--- src/hdl/typed_value_scan_compare_core_defines.svh ---
// Assertion macros for the typed value scan compare core.
// Included by the top level; no other dependencies.
`ifndef TYPED_VALUE_SCAN_COMPARE_CORE_DEFINES_SVH
`define TYPED_VALUE_SCAN_COMPARE_CORE_DEFINES_SVH
`ifndef SYNTHESIS
`define TVSC_ASSERT_SAME(lbl, clk, rst, ante, cons) \
   lbl: assert property (@(posedge clk) disable iff (rst) (ante) |-> (cons)) \
      else $error("assertion failed");
`define TVSC_ASSERT_NEXT(lbl, clk, rst, ante, cons) \
   lbl: assert property (@(posedge clk) disable iff (rst) (ante) |=> (cons)) \
      else $error("assertion failed");
`else
`define TVSC_ASSERT_SAME(lbl, clk, rst, ante, cons)
`define TVSC_ASSERT_NEXT(lbl, clk, rst, ante, cons)
`endif
`endif

--- src/hdl/tvsc_pkg.sv ---
// Shared types, codes and IEEE double helpers for the scan compare core.
// No dependencies.
package tvsc_pkg;

   localparam int ADDR_W = 6;
   localparam int DATA_W = 64;
   localparam int REG_IDX_W = 3;

   localparam logic [REG_IDX_W-1:0] REG_ELEMENT_TYPE  = 3'd0;
   localparam logic [REG_IDX_W-1:0] REG_SCAN_KIND     = 3'd1;
   localparam logic [REG_IDX_W-1:0] REG_TOLERANCE     = 3'd2;
   localparam logic [REG_IDX_W-1:0] REG_UPPER_BOUND   = 3'd3;
   localparam logic [REG_IDX_W-1:0] REG_UPPER_PRESENT = 3'd4;

   localparam logic [3:0] TYPE_INT8   = 4'd0;
   localparam logic [3:0] TYPE_INT16  = 4'd1;
   localparam logic [3:0] TYPE_INT32  = 4'd2;
   localparam logic [3:0] TYPE_INT64  = 4'd3;
   localparam logic [3:0] TYPE_UINT8  = 4'd4;
   localparam logic [3:0] TYPE_UINT16 = 4'd5;
   localparam logic [3:0] TYPE_UINT32 = 4'd6;
   localparam logic [3:0] TYPE_UINT64 = 4'd7;
   localparam logic [3:0] TYPE_FLOAT  = 4'd8;
   localparam logic [3:0] TYPE_DOUBLE = 4'd9;
   localparam logic [3:0] TYPE_BOOL   = 4'd10;
   localparam logic [3:0] TYPE_OTHER  = 4'd11;

   localparam logic [3:0] KIND_EXACT     = 4'd0;
   localparam logic [3:0] KIND_BIGGER    = 4'd1;
   localparam logic [3:0] KIND_SMALLER   = 4'd2;
   localparam logic [3:0] KIND_BETWEEN   = 4'd3;
   localparam logic [3:0] KIND_CHANGED   = 4'd4;
   localparam logic [3:0] KIND_UNCHANGED = 4'd5;
   localparam logic [3:0] KIND_INCREASED = 4'd6;
   localparam logic [3:0] KIND_DECREASED = 4'd7;
   localparam logic [3:0] KIND_SUBSTRING = 4'd8;

   localparam logic [3:0] RESET_ELEMENT_TYPE = 4'd2;

   localparam logic [63:0] DOUBLE_QNAN = 64'h7FF8_0000_0000_0000;

   typedef struct packed {
      logic [3:0]  element_type;
      logic [3:0]  scan_kind;
      logic [63:0] tolerance_bits;
      logic [63:0] upper_bound;
      logic        upper_bound_present;
   } cfg_type;

   function automatic logic fp_is_nan(input logic [63:0] a);
      return (a[62:52] == 11'h7FF) && (a[51:0] != 52'd0);
   endfunction

   function automatic logic fp_lt(input logic [63:0] a, input logic [63:0] b);
      logic r;
      if (fp_is_nan(a) || fp_is_nan(b)) begin
         r = 1'b0;
      end else if (a[62:0] == 63'd0 && b[62:0] == 63'd0) begin
         r = 1'b0;
      end else if (a[63] != b[63]) begin
         r = a[63];
      end else if (!a[63]) begin
         r = a[62:0] < b[62:0];
      end else begin
         r = a[62:0] > b[62:0];
      end
      return r;
   endfunction

   function automatic logic fp_le(input logic [63:0] a, input logic [63:0] b);
      logic r;
      if (fp_is_nan(a) || fp_is_nan(b)) begin
         r = 1'b0;
      end else if (a[62:0] == 63'd0 && b[62:0] == 63'd0) begin
         r = 1'b1;
      end else begin
         r = fp_lt(a, b) || (a == b);
      end
      return r;
   endfunction

   // Exact widening of a single to a double, subnormals normalized.
   function automatic logic [63:0] float_to_double(input logic [31:0] w);
      logic [4:0]  p;
      logic [22:0] f;
      logic [22:0] fs;
      logic [10:0] e;
      logic [63:0] r;
      f = w[22:0];
      p = 5'd0;
      for (int i = 0; i < 23; i++) begin
         if (f[i]) p = 5'(i);
      end
      if (w[30:23] == 8'hFF) begin
         r = {w[31], 11'h7FF, f, 29'd0};
      end else if (w[30:23] == 8'd0 && f == 23'd0) begin
         r = {w[31], 63'd0};
      end else if (w[30:23] == 8'd0) begin
         fs = f << (5'd23 - p);
         e  = 11'd874 + 11'(p);
         r  = {w[31], e, fs, 29'd0};
      end else begin
         e = 11'(w[30:23]) + 11'd896;
         r = {w[31], e, f, 29'd0};
      end
      return r;
   endfunction

   function automatic logic [5:0] lead_zeros56(input logic [55:0] v);
      logic [5:0] n;
      n = 6'd0;
      for (int i = 0; i < 56; i++) begin
         if (v[i]) n = 6'(55 - i);
      end
      return n;
   endfunction

endpackage

--- src/hdl/tvsc_csr.sv ---
// APB-style configuration registers of the scan compare core.
// Depends on tvsc_pkg.
module tvsc_csr (
   input  logic                        clock,
   input  logic                        reset,
   input  logic                        psel,
   input  logic                        penable,
   input  logic                        pwrite,
   input  logic [tvsc_pkg::ADDR_W-1:0] paddr,
   input  logic [tvsc_pkg::DATA_W-1:0] pwdata,
   output logic [tvsc_pkg::DATA_W-1:0] prdata,
   output logic                        pready,
   output tvsc_pkg::cfg_type           cfg
);
   import tvsc_pkg::*;

   cfg_type               cfg_ff;
   cfg_type               cfg_in;
   logic [REG_IDX_W-1:0]  idx;
   logic                  wr;

   assign idx    = paddr[ADDR_W-1:3];
   assign wr     = psel && penable && pwrite;
   assign pready = 1'b1;
   assign cfg    = cfg_ff;

   always_comb begin
      cfg_in = cfg_ff;
      if (wr) begin
         unique case (idx)
            REG_ELEMENT_TYPE:  cfg_in.element_type = pwdata[3:0];
            REG_SCAN_KIND:     cfg_in.scan_kind = pwdata[3:0];
            REG_TOLERANCE:     cfg_in.tolerance_bits = pwdata;
            REG_UPPER_BOUND:   cfg_in.upper_bound = pwdata;
            REG_UPPER_PRESENT: cfg_in.upper_bound_present = pwdata[0];
            default:           cfg_in = cfg_ff;
         endcase
      end
   end

   always_comb begin
      unique case (idx)
         REG_ELEMENT_TYPE:  prdata = {60'd0, cfg_ff.element_type};
         REG_SCAN_KIND:     prdata = {60'd0, cfg_ff.scan_kind};
         REG_TOLERANCE:     prdata = cfg_ff.tolerance_bits;
         REG_UPPER_BOUND:   prdata = cfg_ff.upper_bound;
         REG_UPPER_PRESENT: prdata = {63'd0, cfg_ff.upper_bound_present};
         default:           prdata = '0;
      endcase
   end

   always_ff @(posedge clock) begin
      if (reset) begin
         cfg_ff <= '{element_type: RESET_ELEMENT_TYPE, scan_kind: KIND_EXACT,
                     tolerance_bits: 64'd0, upper_bound: 64'd0,
                     upper_bound_present: 1'b0};
      end else begin
         cfg_ff <= cfg_in;
      end
   end

endmodule

--- config.mk ---
export PLATFORM = sky130hd
export DESIGN_NAME = tvsc_csr
export DESIGN_NICKNAME = d
export VERILOG_FILES = /design/src/hdl/typed_value_scan_compare_core_defines.svh /design/src/hdl/tvsc_pkg.sv /design/src/hdl/tvsc_csr.sv
export SDC_FILE = /design/constraint.sdc
export NUM_CORES = 1
export LEC_CHECK = 0
export BUFFER_PORTS_ARGS = -buffer_cell sky130_fd_sc_hd__buf_2
export CORE_ASPECT_RATIO = 1.4
export CORE_UTILIZATION = 45
export CTS_CLUSTER_SIZE = 12
export DETAILED_ROUTE_END_ITERATION = 16
export PLACE_DENSITY = 0.76
export SETUP_SLACK_MARGIN = 0.5
export SYNTH_ARGS = -nofsm -noshare
export SYNTH_HDL_FRONTEND = slang
export SYNTH_SLANG_ARGS = --single-unit
--- constraint.sdc ---
create_clock -name clock -period 1.6 [get_ports clock]
set_clock_uncertainty 0.2 [all_clocks]
set_input_delay 0.16 -clock clock [delete_from_list [all_inputs] [get_ports clock]]
set_output_delay 0.16 -clock clock [all_outputs]
set_load 0.005 [all_outputs]
* Word-level counts from Yosys, hierarchy flattened
Index checks and enable logic that the tools add are counted.
W data, S select, Z words.
** Word-level totals
- Latch bits :: 0
- Input bits :: 75
- Output and inout port bits :: 202
- Logic and storage cells :: 18
- Memories kept :: 0
- Register bits :: 137
- Bits in read-only memories :: 0
- Bits in writable memories :: 0
** Operators by class
- Multiplexer cells :: 1
- Eq/ne operators :: 4
- $lt $le $gt $ge :: 0
- $add $sub $neg :: 0
- Shift-type cells :: 0
- Div/mod/pow operators :: 0
- Multiply operators :: 0
- Reduce and logical (&&, ||, !) cells :: 8
- Bitwise gates (word level) :: 0
** Operators with widths (count)
- $pmux W64 S5 :: 1
- $reduce_and A2 Y1 :: 5
- $eq A3 B2 Y1 const B :: 2
- $eq A3 B1 Y1 const B :: 1
- $eq A3 B3 Y1 const B :: 1
- $logic_not A3 Y1 :: 1
- $logic_and A1 B1 Y1 :: 2

* Longest topological paths before layout
Gate-level depths: netlist (run 1).
- Depth in word-level cells :: 3
- Depth in mapped cells :: 7

* Least setup slack after synthesis (run 1)
Ideal clock, no wire load.
- Path kind :: input-to-output
- Start :: in paddr[5] (netlist bit)
- End :: out prdata[10] (netlist bit)
- Path slack :: 90 ps
- Arrival time :: 1150 ps
- Path buffers :: 2
- Stages on the path :: 4
- Required time :: 1240 ps
- Cell sequence :: buf_6 > nor3b_1 > clkbuf_1 > a22o_1
** On the way
- Word-level cells in the longest chain between the ends :: 2
- Elaborated cells between the ends (all ways) :: 6
** Ends and longest elaborated chain
- start: declaration :: RTL line tvsc_csr.sv:9 : input logic [tvsc_pkg::ADDR_W-1:0] paddr,
- $eq A3 B3 Y1 (tied with other cells) :: RTL line tvsc_csr.sv:42 : unique case (idx)
- $pmux W64 S5 (*) :: RTL line tvsc_csr.sv:42
- end: declaration :: RTL line tvsc_csr.sv:11 : output logic [tvsc_pkg::DATA_W-1:0] prdata,
Mark *: on every way between the ends. The rest lies on a longest branch, timed or not.

* Final worst setup path (run 1)
- Start :: reg cfg_ff, in the netlist cfg[67]
- End :: out prdata[2] (netlist bit)
** On the way
- Word-level cells in the longest chain between the ends :: 1
** Ends and longest elaborated chain
- start: declaration :: RTL line tvsc_csr.sv:17 : cfg_type cfg_ff;
- start signal: assignment :: RTL line tvsc_csr.sv:54 : cfg_ff <= '{element_type: RESET_ELEMENT_TYPE, scan_kind: KIND_EXACT,
- start signal: assignment :: RTL line tvsc_csr.sv:58 : cfg_ff <= cfg_in;
- $pmux W64 S5 :: RTL line tvsc_csr.sv:42
Every way passes these cells.

==> results.py, run 1 <==
metrics = {
    "layout": {
        "instances_no_fill": 1333,
        "drive_gt1_frac": 0.6527,
        "multi_input_area_mm2": 0.004253,
        "final_nets": 1210,
        "largest_reg_flops": 137,
        "seq_area_mm2": 0.002974,
        "syn2layout_area_growth_pct": 99.71,
        "fillers": 487,
        "finalCoreUtilization": 0.9188,
    },
    "route": {
        "vias_per_cell": 6.378,
        "ant_nets": 0,
        "top_layer": "met4",
        "dr.pass1.iters": 5,
        "routedWlPerCell_um": 27.76,
        "dr_wl_met3_um": 3488,
        "m1WireLength_um": 11680,
        "num_vias": 8502,
        "drt_iter0_drc": 656,
        "route.met2.wl_um": 18050,
        "wirelength_um": 37010,
        "drc": 0,
    },
    "setup_path": {
        "path_max_fanout": 2,
        "cp-start-kind": "flop",
        "cp.required_ps": 1240,
        "worstSetupPathType": "flop to primary output",
        "endpoint_kind": "primary output",
        "cp_data_arrival_time_ps": 1520,
    },
    "floorplanning": {
        "rows": 51,
        "num_io_pins": 277,
        "die_area_mm2": 0.01471,
        "start_util": 0.4601,
        "die_h_um": 143.1,
        "die_w_um": 102.8,
        "core_area_mm2": 0.01391,
    },
    "worst_hold_path": {
        "hp-class": "input port to flop",
    },
    "timing": {
        "setup_ws_ps": -276.0,
        "fin_crit_sh": 1.172,
        "period_needed_ps": 1876,
        "setup_viol": 59,
        "hold_viol": 1,
        "rsz0062_at_grt": "true",
        "fmax_ghz": 0.5331,
        "worst_hold_slack_ps": -9.920,
        "drv_slew": 0,
    },
    "placed_design": {
        "numPortBuffers": 272,
        "dp.cells": 1111,
        "gp_congestion": 0.7923,
        "dp.final_hpwl_um": 12310,
    },
    "synthesis": {
        "syn_inst": 699,
        "async_flop_share": 0,
        "synth_edf_count": 0,
        "synth_area_leaders": "dfxtp_1 43%, nand2b_1 13%, mux2i_1 12%",
        "synth_area_per_cell_um2": 9.156,
        "yosysSeqAreaShare": 0.4285,
        "ys_types": 29,
        "yosysTopAreaCellShare": 0.4285,
        "ys_warn_count": 0,
        "syn-num-nets": 774,
        "synth_flop_cell": "dfxtp_1",
        "synthesis.area_mm2": 0.006400,
        "ys_ff_latch": 137,
        "synth_common_cells": "137 x dfxtp_1, 137 x nand2b_1, 74 x mux2i_1",
        "synth_largest_area_cell": "dfxtp_1",
    },
    "cts": {
        "worstSkewPairLatency_ps": 420,
        "htree_levels": 4,
        "cts_buffers": 17,
        "cts_buffer_depth": 2,
        "root_buffer": "clkbuf_16",
        "ctsHoldBuffers": 68,
        "cts_tree": "built",
        "clk_pin_slew_ps": 70,
        "clock_sinks": 137,
    },
    "status": {
        "outcome": "finished with violations",
        "failed_checks": "hold timing, setup timing",
    },
    "job": {
        "cap_violations": 0,
    },
    "global_routing": {
        "grtUsageTotal": 0.3459,
        "grt_max_degree": 65,
        "grt_pass1_wl_um": 38020,
        "antenna_found_initial": 3,
        "grt_pass1_vias": 7036,
        "grt_overflow": 0,
    },
    "power_and_ir_drop": {
        "power_density_mw_per_mm2": 704.8,
        "worst_ir_drop_vdd_mv": 0.6344,
        "p_leak_nw": 5.760,
    },
}
-- cell usage in the layout, fill, tap and decap left out, types with 10 or more instances in the layout --
cell type / n
buf_2: 199
nand2b_1: 136
dfxtp_2: 113
buf_6: 96
mux2i_1: 71
dlygate4sd3_1: 66
buf_4: 65
a22o_1: 60
a21oi_2: 37
o21ai_2: 36
nand3_2: 32
o21ai_4: 28
buf_12: 28
a21oi_1: 27
clkbuf_16: 27
dfxtp_4: 24
nand3_1: 23
buf_16: 20
nand3_4: 10
-- layout make-up --
| cell class | instances | area share |
|---|---|---|
| diodes | 2 | 0.0003916 |
| clock buffers | 18 | 0.03358 |
| clock inverters | 12 | 0.01576 |
| multi-input cells | 488 | 0.3327 |
| flip-flops and latches | 137 | 0.2327 |
| well taps | 185 | 0.01811 |
| repair buffers | 491 | 0.3667 |
-- critical path: stages (launching register included) --
cell and delay (ps):
dfxtp_2 350, mux4_2 460, nor2b_4 150, buf_2 130
-- path summary, 6_finish.rpt --
kind	startpoint	cells after the start	slack (ps)	endpoint
max	cfg[67]	3	-280	prdata[2]
min	paddr[4]	4	-10	cfg[133]
max reg2reg	cfg[134]	4	270	cfg[134]
min reg2reg	cfg[80]	2	270	cfg[80]
-- report_power, final --
part           internal [W]  switching, W
Combinational      0.000599      0.000636
Sequential          0.00340     0.0000314
Clock               0.00275       0.00159
-- per-layer routing --
metal  vias up  track usage
met4         0       0.1898
met3       342      0.05237
li1       3373            -
met1      4006       0.3735
met2       781       0.6316
met5         -            0
-- through the flow --
step	total power [W]	setup TNS, ps	area [µm²]	hold WS (ps)	worst slack [ps]
after floorplan	0.003867	0	6614	90.78	164.5
after global placement	0.004125	-73.59	8192	217.3	-35.54
after detailed placement	0.004135	-984.0	8192	228.7	-42.58
after CTS	0.008668	-2279	10810	-89.78	-224.6
after global routing	0.009182	-7303	12780	-4.747	-294.0
final	0.009008	-5590	12780	-9.920	-276.0
-- kinds of logic (layout without fill, tap and decap cells) --
kind of cell / count (synthesis) / after routing / share of synthesized area
mux: 77 / 77 / 0.1263
flops: 137 / 137 / 0.4285
buf+inv: 74 / 521 / 0.05552
other cells: 1 / 3 / 0.0005859
compound gates: 192 / 192 / 0.1863
simple gates: 218 / 218 / 0.2027
-- what timing repair did --
action                                 in CTS  in global routing
buffers inserted                           29                 62
resized for setup                         264                271
endpoints found under the hold margin     137                  1
setup endpoints to repair                 318                294
pin swaps                                  68                 82
gates cloned                               19                 12
No activity file was read; power rests on OpenSTA's default activity.
==> inputs of run 2 (changes only) <==
--- a/config.mk
+++ b/config.mk
@@ -6,11 +6,13 @@
 export NUM_CORES = 1
 export LEC_CHECK = 0
 export BUFFER_PORTS_ARGS = -buffer_cell sky130_fd_sc_hd__buf_2
+export CELL_PAD_IN_SITES_DETAIL_PLACEMENT = 2
+export CELL_PAD_IN_SITES_GLOBAL_PLACEMENT = 2
 export CORE_ASPECT_RATIO = 1.4
-export CORE_UTILIZATION = 45
+export CORE_UTILIZATION = 27
 export CTS_CLUSTER_SIZE = 12
 export DETAILED_ROUTE_END_ITERATION = 16
-export PLACE_DENSITY = 0.76
+export PLACE_DENSITY_LB_ADDON = 0.1
 export SETUP_SLACK_MARGIN = 0.5
 export SYNTH_ARGS = -nofsm -noshare
 export SYNTH_HDL_FRONTEND = slang
==> results.py, run 2 (synthesis gave the netlist of run 1 again) <==
metrics = {
    "status": {
        "outcome": "finished with violations",
        "failed_checks": "hold timing, setup timing",
    },
    "timing": {
        "fmax_ghz": 0.5072,
        "period_needed_ps": 1972,
        "hold_viol": 1,
        "drv_slew": 0,
        "worst_hold_slack_ps": -49.66,
        "rsz0062_at_grt": "true",
        "tns_ps": -1929,
        "fin_crit_sh": 1.232,
        "setup_viol": 38,
        "setup_ws_ps": -371.6,
    },
    "layout": {
        "instances_no_fill": 1438,
        "multi_input_area_mm2": 0.004425,
        "syn2layout_area_growth_pct": 102.0,
        "final_nets": 1194,
        "drive_gt1_frac": 0.6599,
        "final_common_cell": "buf_2",
        "fillers": 2264,
        "finalCoreUtilization": 0.5552,
        "antenna_cells": 0,
        "seq_area_mm2": 0.002964,
        "largest_reg_flops": 137,
        "mostFrequentLayoutCells": "204 x buf_2, 136 x nand2b_1, 117 x dfxtp_2, 95 x buf_6, 72 x mux2i_1",
    },
    "floorplanning": {
        "die_w_um": 132.1,
        "die_area_mm2": 0.02433,
        "num_io_pins": 277,
        "core_area_mm2": 0.02329,
        "rows": 66,
        "die_h_um": 184.2,
        "start_util": 0.2748,
    },
    "route": {
        "drc": 0,
        "wirelength_um": 40230,
        "vias_per_cell": 5.263,
        "drt_iter0_drc": 283,
        "dr.pass1.iters": 4,
        "num_vias": 7568,
        "ant_nets": 0,
        "routedWlPerCell_um": 27.97,
    },
    "power_and_ir_drop": {
        "power_density_mw_per_mm2": 683.9,
        "p_leak_nw": 5.632,
        "worst_ir_drop_vdd_mv": 0.8316,
    },
    "placed_design": {
        "gp_congestion": 0.7618,
        "dp.cells": 1235,
        "numPortBuffers": 272,
        "place_ws_ps": -45.86,
        "dp.final_hpwl_um": 17350,
    },
    "cts": {
        "clock_sinks": 137,
        "clk_pin_slew_ps": 60,
        "cts_buffer_depth": 2,
        "cts_tree": "built",
        "cts_buffers": 17,
        "ctsHoldBuffers": 66,
        "root_buffer": "clkbuf_16",
        "htree_levels": 4,
        "worstSkewPairLatency_ps": 440,
    },
    "setup_path": {
        "crit_start": "cfg[65]",
        "rr_startpoint": "cfg[3]",
        "cp_data_arrival_time_ps": 1610,
        "cp-start-kind": "flop",
        "endpoint_kind": "primary output",
        "cp.required_ps": 1240,
        "worstSetupPathType": "flop to primary output",
        "path_max_fanout": 3,
    },
    "global_routing": {
        "grt_max_degree": 65,
        "grt_pass1_wl_um": 46460,
        "grt_overflow": 0,
        "grtUsageTotal": 0.2533,
        "antenna_found_initial": 0,
        "grt_pass1_vias": 7846,
    },
    "worst_hold_path": {
        "hp-class": "input port to flop",
        "hp-start": "pwrite",
    },
    "job": {
        "cap_violations": 0,
    },
}
## run 2: where the power goes
group          internal [W]  switching (W)  total, W  leakage (nW)
Combinational      0.000625       0.000667   0.00129          4.17
Sequential          0.00341      0.0000300   0.00344          1.18
Clock               0.00246        0.00166   0.00411         0.283
## run 2: final timing paths
| kind | end | cells after the start | slack, ps |
|---|---|---|---|
| worst max-delay path | prdata[0] | 4 | -370 |
| worst min-delay path | cfg[0] | 4 | -50 |
| worst max register to register | cfg[3] | 5 | 460 |
| worst min register to register | cfg[118] | 2 | 280 |
## run 2: final cells by class
class	count	area share
well taps	306	0.02961
repair buffers	475	0.3535
clock buffers	25	0.03832
flip-flops and latches	137	0.2293
multi-input cells	488	0.3423
clock inverters	7	0.006968
## run 2: layer usage
metal / track usage / up-vias / share of wire
met4: 0.08047 / 0 / 0.032
met3: 0.04400 / 76 / 0.033
met2: 0.4885 / 285 / 0.56
met1: 0.2779 / 3869 / 0.38
li1: - / 3338 / -
met5: 0 / - / 0
## run 2: critical path, stage by stage (launching register included)
cell,delay [ps]
dfxtp_4,360
mux2i_1,270
o21ai_0,180
o21a_1,220
buf_2,140
## run 2: per-stage QoR
stage               total power (W)  cell area, µm²
CTS                        0.008563           11030
floorplan                  0.003867            6614
detailed placement         0.004207            8443
global route               0.009035           12930
finish                     0.008842           12930
global placement           0.004179            8443
## run 2: repair_timing
action | 4_1_cts | 5_1_grt
pin swaps | 20 | 134
buffers inserted | 36 | 39
hold endpoints to repair | 137 | 1
endpoints found under the setup margin | 260 | 338
gates cloned | 16 | 14
gates resized for setup | 236 | 325
==> inputs of run 3 (changes only) <==
==> constraint.sdc (replaced) <==
create_clock -name clock -period 1.6 [get_ports clock]
set_clock_uncertainty 0.2 [all_clocks]
set_input_delay 0.08 -clock clock [delete_from_list [all_inputs] [get_ports clock]]
set_output_delay 0.08 -clock clock [all_outputs]
set_load 0.005 [all_outputs]
==> results.py, run 3 (synthesis gave the netlist of run 1 again) <==
metrics = {
    "floorplanning": {
        "num_io_pins": 277,
        "core_area_mm2": 0.02329,
        "die_area_mm2": 0.02433,
        "die_h_um": 184.2,
        "rows": 66,
        "start_util": 0.2748,
        "die_w_um": 132.1,
    },
    "power_and_ir_drop": {
        "worst_ir_drop_vdd_mv": 0.7694,
        "power_density_mw_per_mm2": 702.7,
        "power.total_w": 0.009018,
        "p_leak_nw": 5.761,
    },
    "layout": {
        "antenna_cells": 0,
        "drive_gt1_frac": 0.6385,
        "final_nets": 1232,
        "final_common_cell": "buf_6",
        "multi_input_area_mm2": 0.004104,
        "syn2layout_area_growth_pct": 100.5,
        "mostFrequentLayoutCells": "175 x buf_6, 167 x buf_2, 136 x nand2b_1, 118 x dfxtp_2, 73 x mux2i_1",
        "fin_area_mm2": 0.01283,
        "fillers": 2267,
        "seq_area_mm2": 0.002962,
        "largest_reg_flops": 137,
    },
    "status": {
        "outcome": "finished with violations",
        "failed_checks": "hold timing, setup timing",
    },
    "cts": {
        "ctsHoldBuffers": 68,
        "clock_sinks": 137,
        "root_buffer": "clkbuf_16",
        "clk_pin_slew_ps": 60,
        "worstSkewPairLatency_ps": 420,
        "cts_buffer_depth": 2,
        "cts_buffers": 17,
        "htree_levels": 4,
        "cts_tree": "built",
    },
    "route": {
        "ant_nets": 0,
        "dr.pass1.iters": 4,
        "wirelength_um": 40230,
        "drt_iter0_drc": 310,
        "vias_per_cell": 5.215,
        "drc": 0,
        "num_vias": 7698,
        "routedWlPerCell_um": 27.26,
    },
    "setup_path": {
        "path_max_fanout": 3,
        "cp_data_arrival_time_ps": 1500,
        "endpoint_kind": "primary output",
        "worstSetupPathType": "flop to primary output",
        "cp-start-kind": "flop",
        "cp.required_ps": 1320,
    },
    "timing": {
        "setup_viol": 3,
        "fmax_ghz": 0.5626,
        "worst_pin_slew_ps": 535.8,
        "setup_ws_ps": -177.5,
        "hold_viol": 1,
        "fin_crit_sh": 1.111,
        "worst_hold_slack_ps": -30.32,
        "period_needed_ps": 1778,
        "drv_slew": 0,
        "relSlewSlack": 0.6422,
        "rsz0062_at_grt": "true",
    },
    "global_routing": {
        "grtUsageTotal": 0.2549,
        "grt_pass1_vias": 8073,
        "grt_overflow": 0,
        "grt_pass1_wl_um": 47350,
        "antenna_found_initial": 0,
        "grt_max_degree": 70,
    },
    "placed_design": {
        "place_area_mm2": 0.008264,
        "gp_congestion": 0.7275,
        "dp.final_hpwl_um": 16920,
        "numPortBuffers": 272,
    },
    "job": {
        "cap_violations": 0,
    },
    "worst_hold_path": {
        "hp-class": "input port to flop",
    },
}
-- run 3: cell types whose count changed in the layout (fill, tap and decap cells not counted), sizes merged --
cell          before  now
bufbuf             1    0
dlymetal6s2s       0    2
bufinv             2    4
clkinvlp           2    3
clkbuf            35   29
buf              398  438
-- run 3: metal layers --
layer | track usage | vias to the layer above | part of all wire
met5 | 0 | - | 0
met4 | 0.08419 | 0 | 0.030
met3 | 0.04620 | 77 | 0.040
met2 | 0.4925 | 291 | 0.54
met1 | 0.2766 | 3932 | 0.39
li1 | - | 3398 | -
-- run 3: worst paths after layout --
path,from,to,slack (ps),cells past startpoint
setup / recovery,cfg[67],prdata[2],-180,3
hold / removal,pwrite,cfg[0],-30,4
setup reg to reg,cfg[35],cfg[35],320,5
hold reg to reg,cfg[115],cfg[115],270,2
-- run 3: critical path, cell delays in order, from the launching register on --
cell and delay (ps):
dfxtp_2 350, mux4_2 460, nor2b_4 140, buf_2 120
-- run 3: layout make-up --
type	count	share of cell area
clock buffers	22	0.03773
multi-input cells	488	0.3198
flip-flops and latches	137	0.2308
clock inverters	10	0.01287
well taps	306	0.02983
repair buffers	513	0.3690
-- run 3: stage by stage --
stage | hold slack [ps] | std cells | TNS (ps) | setup slack (ps) | util
5_1_grt | -19.88 | 1476 | -688.9 | -218.1 | 0.5511
2_1_floorplan | 10.78 | 699 | 0 | 243.9 | -
4_1_cts | -88.02 | 1412 | -485.0 | -173.5 | 0.4794
3_5_place_dp | 152.4 | 1232 | -7.062 | -5.554 | 0.3549
6_report | -30.32 | 1476 | -513.8 | -177.5 | 0.5511
3_3_place_gp | 143.5 | 1232 | 0 | 85.24 | 0.3549
-- run 3: power breakdown --
part	internal, W	total (W)	switching [W]
clock	0.00278	0.00445	0.00167
combinational	0.000528	0.00113	0.000598
sequential	0.00341	0.00344	0.0000297
total	0.00672	0.00902	0.00230
-- run 3: what timing repair did --
item | in CTS | in global routing
buffers inserted | 77 | 53
gates cloned | 3 | 11
endpoints found under the hold margin | 137 | 1
resized for setup | 292 | 275
endpoints found under the setup margin | 201 | 318
pin swaps | 16 | 131
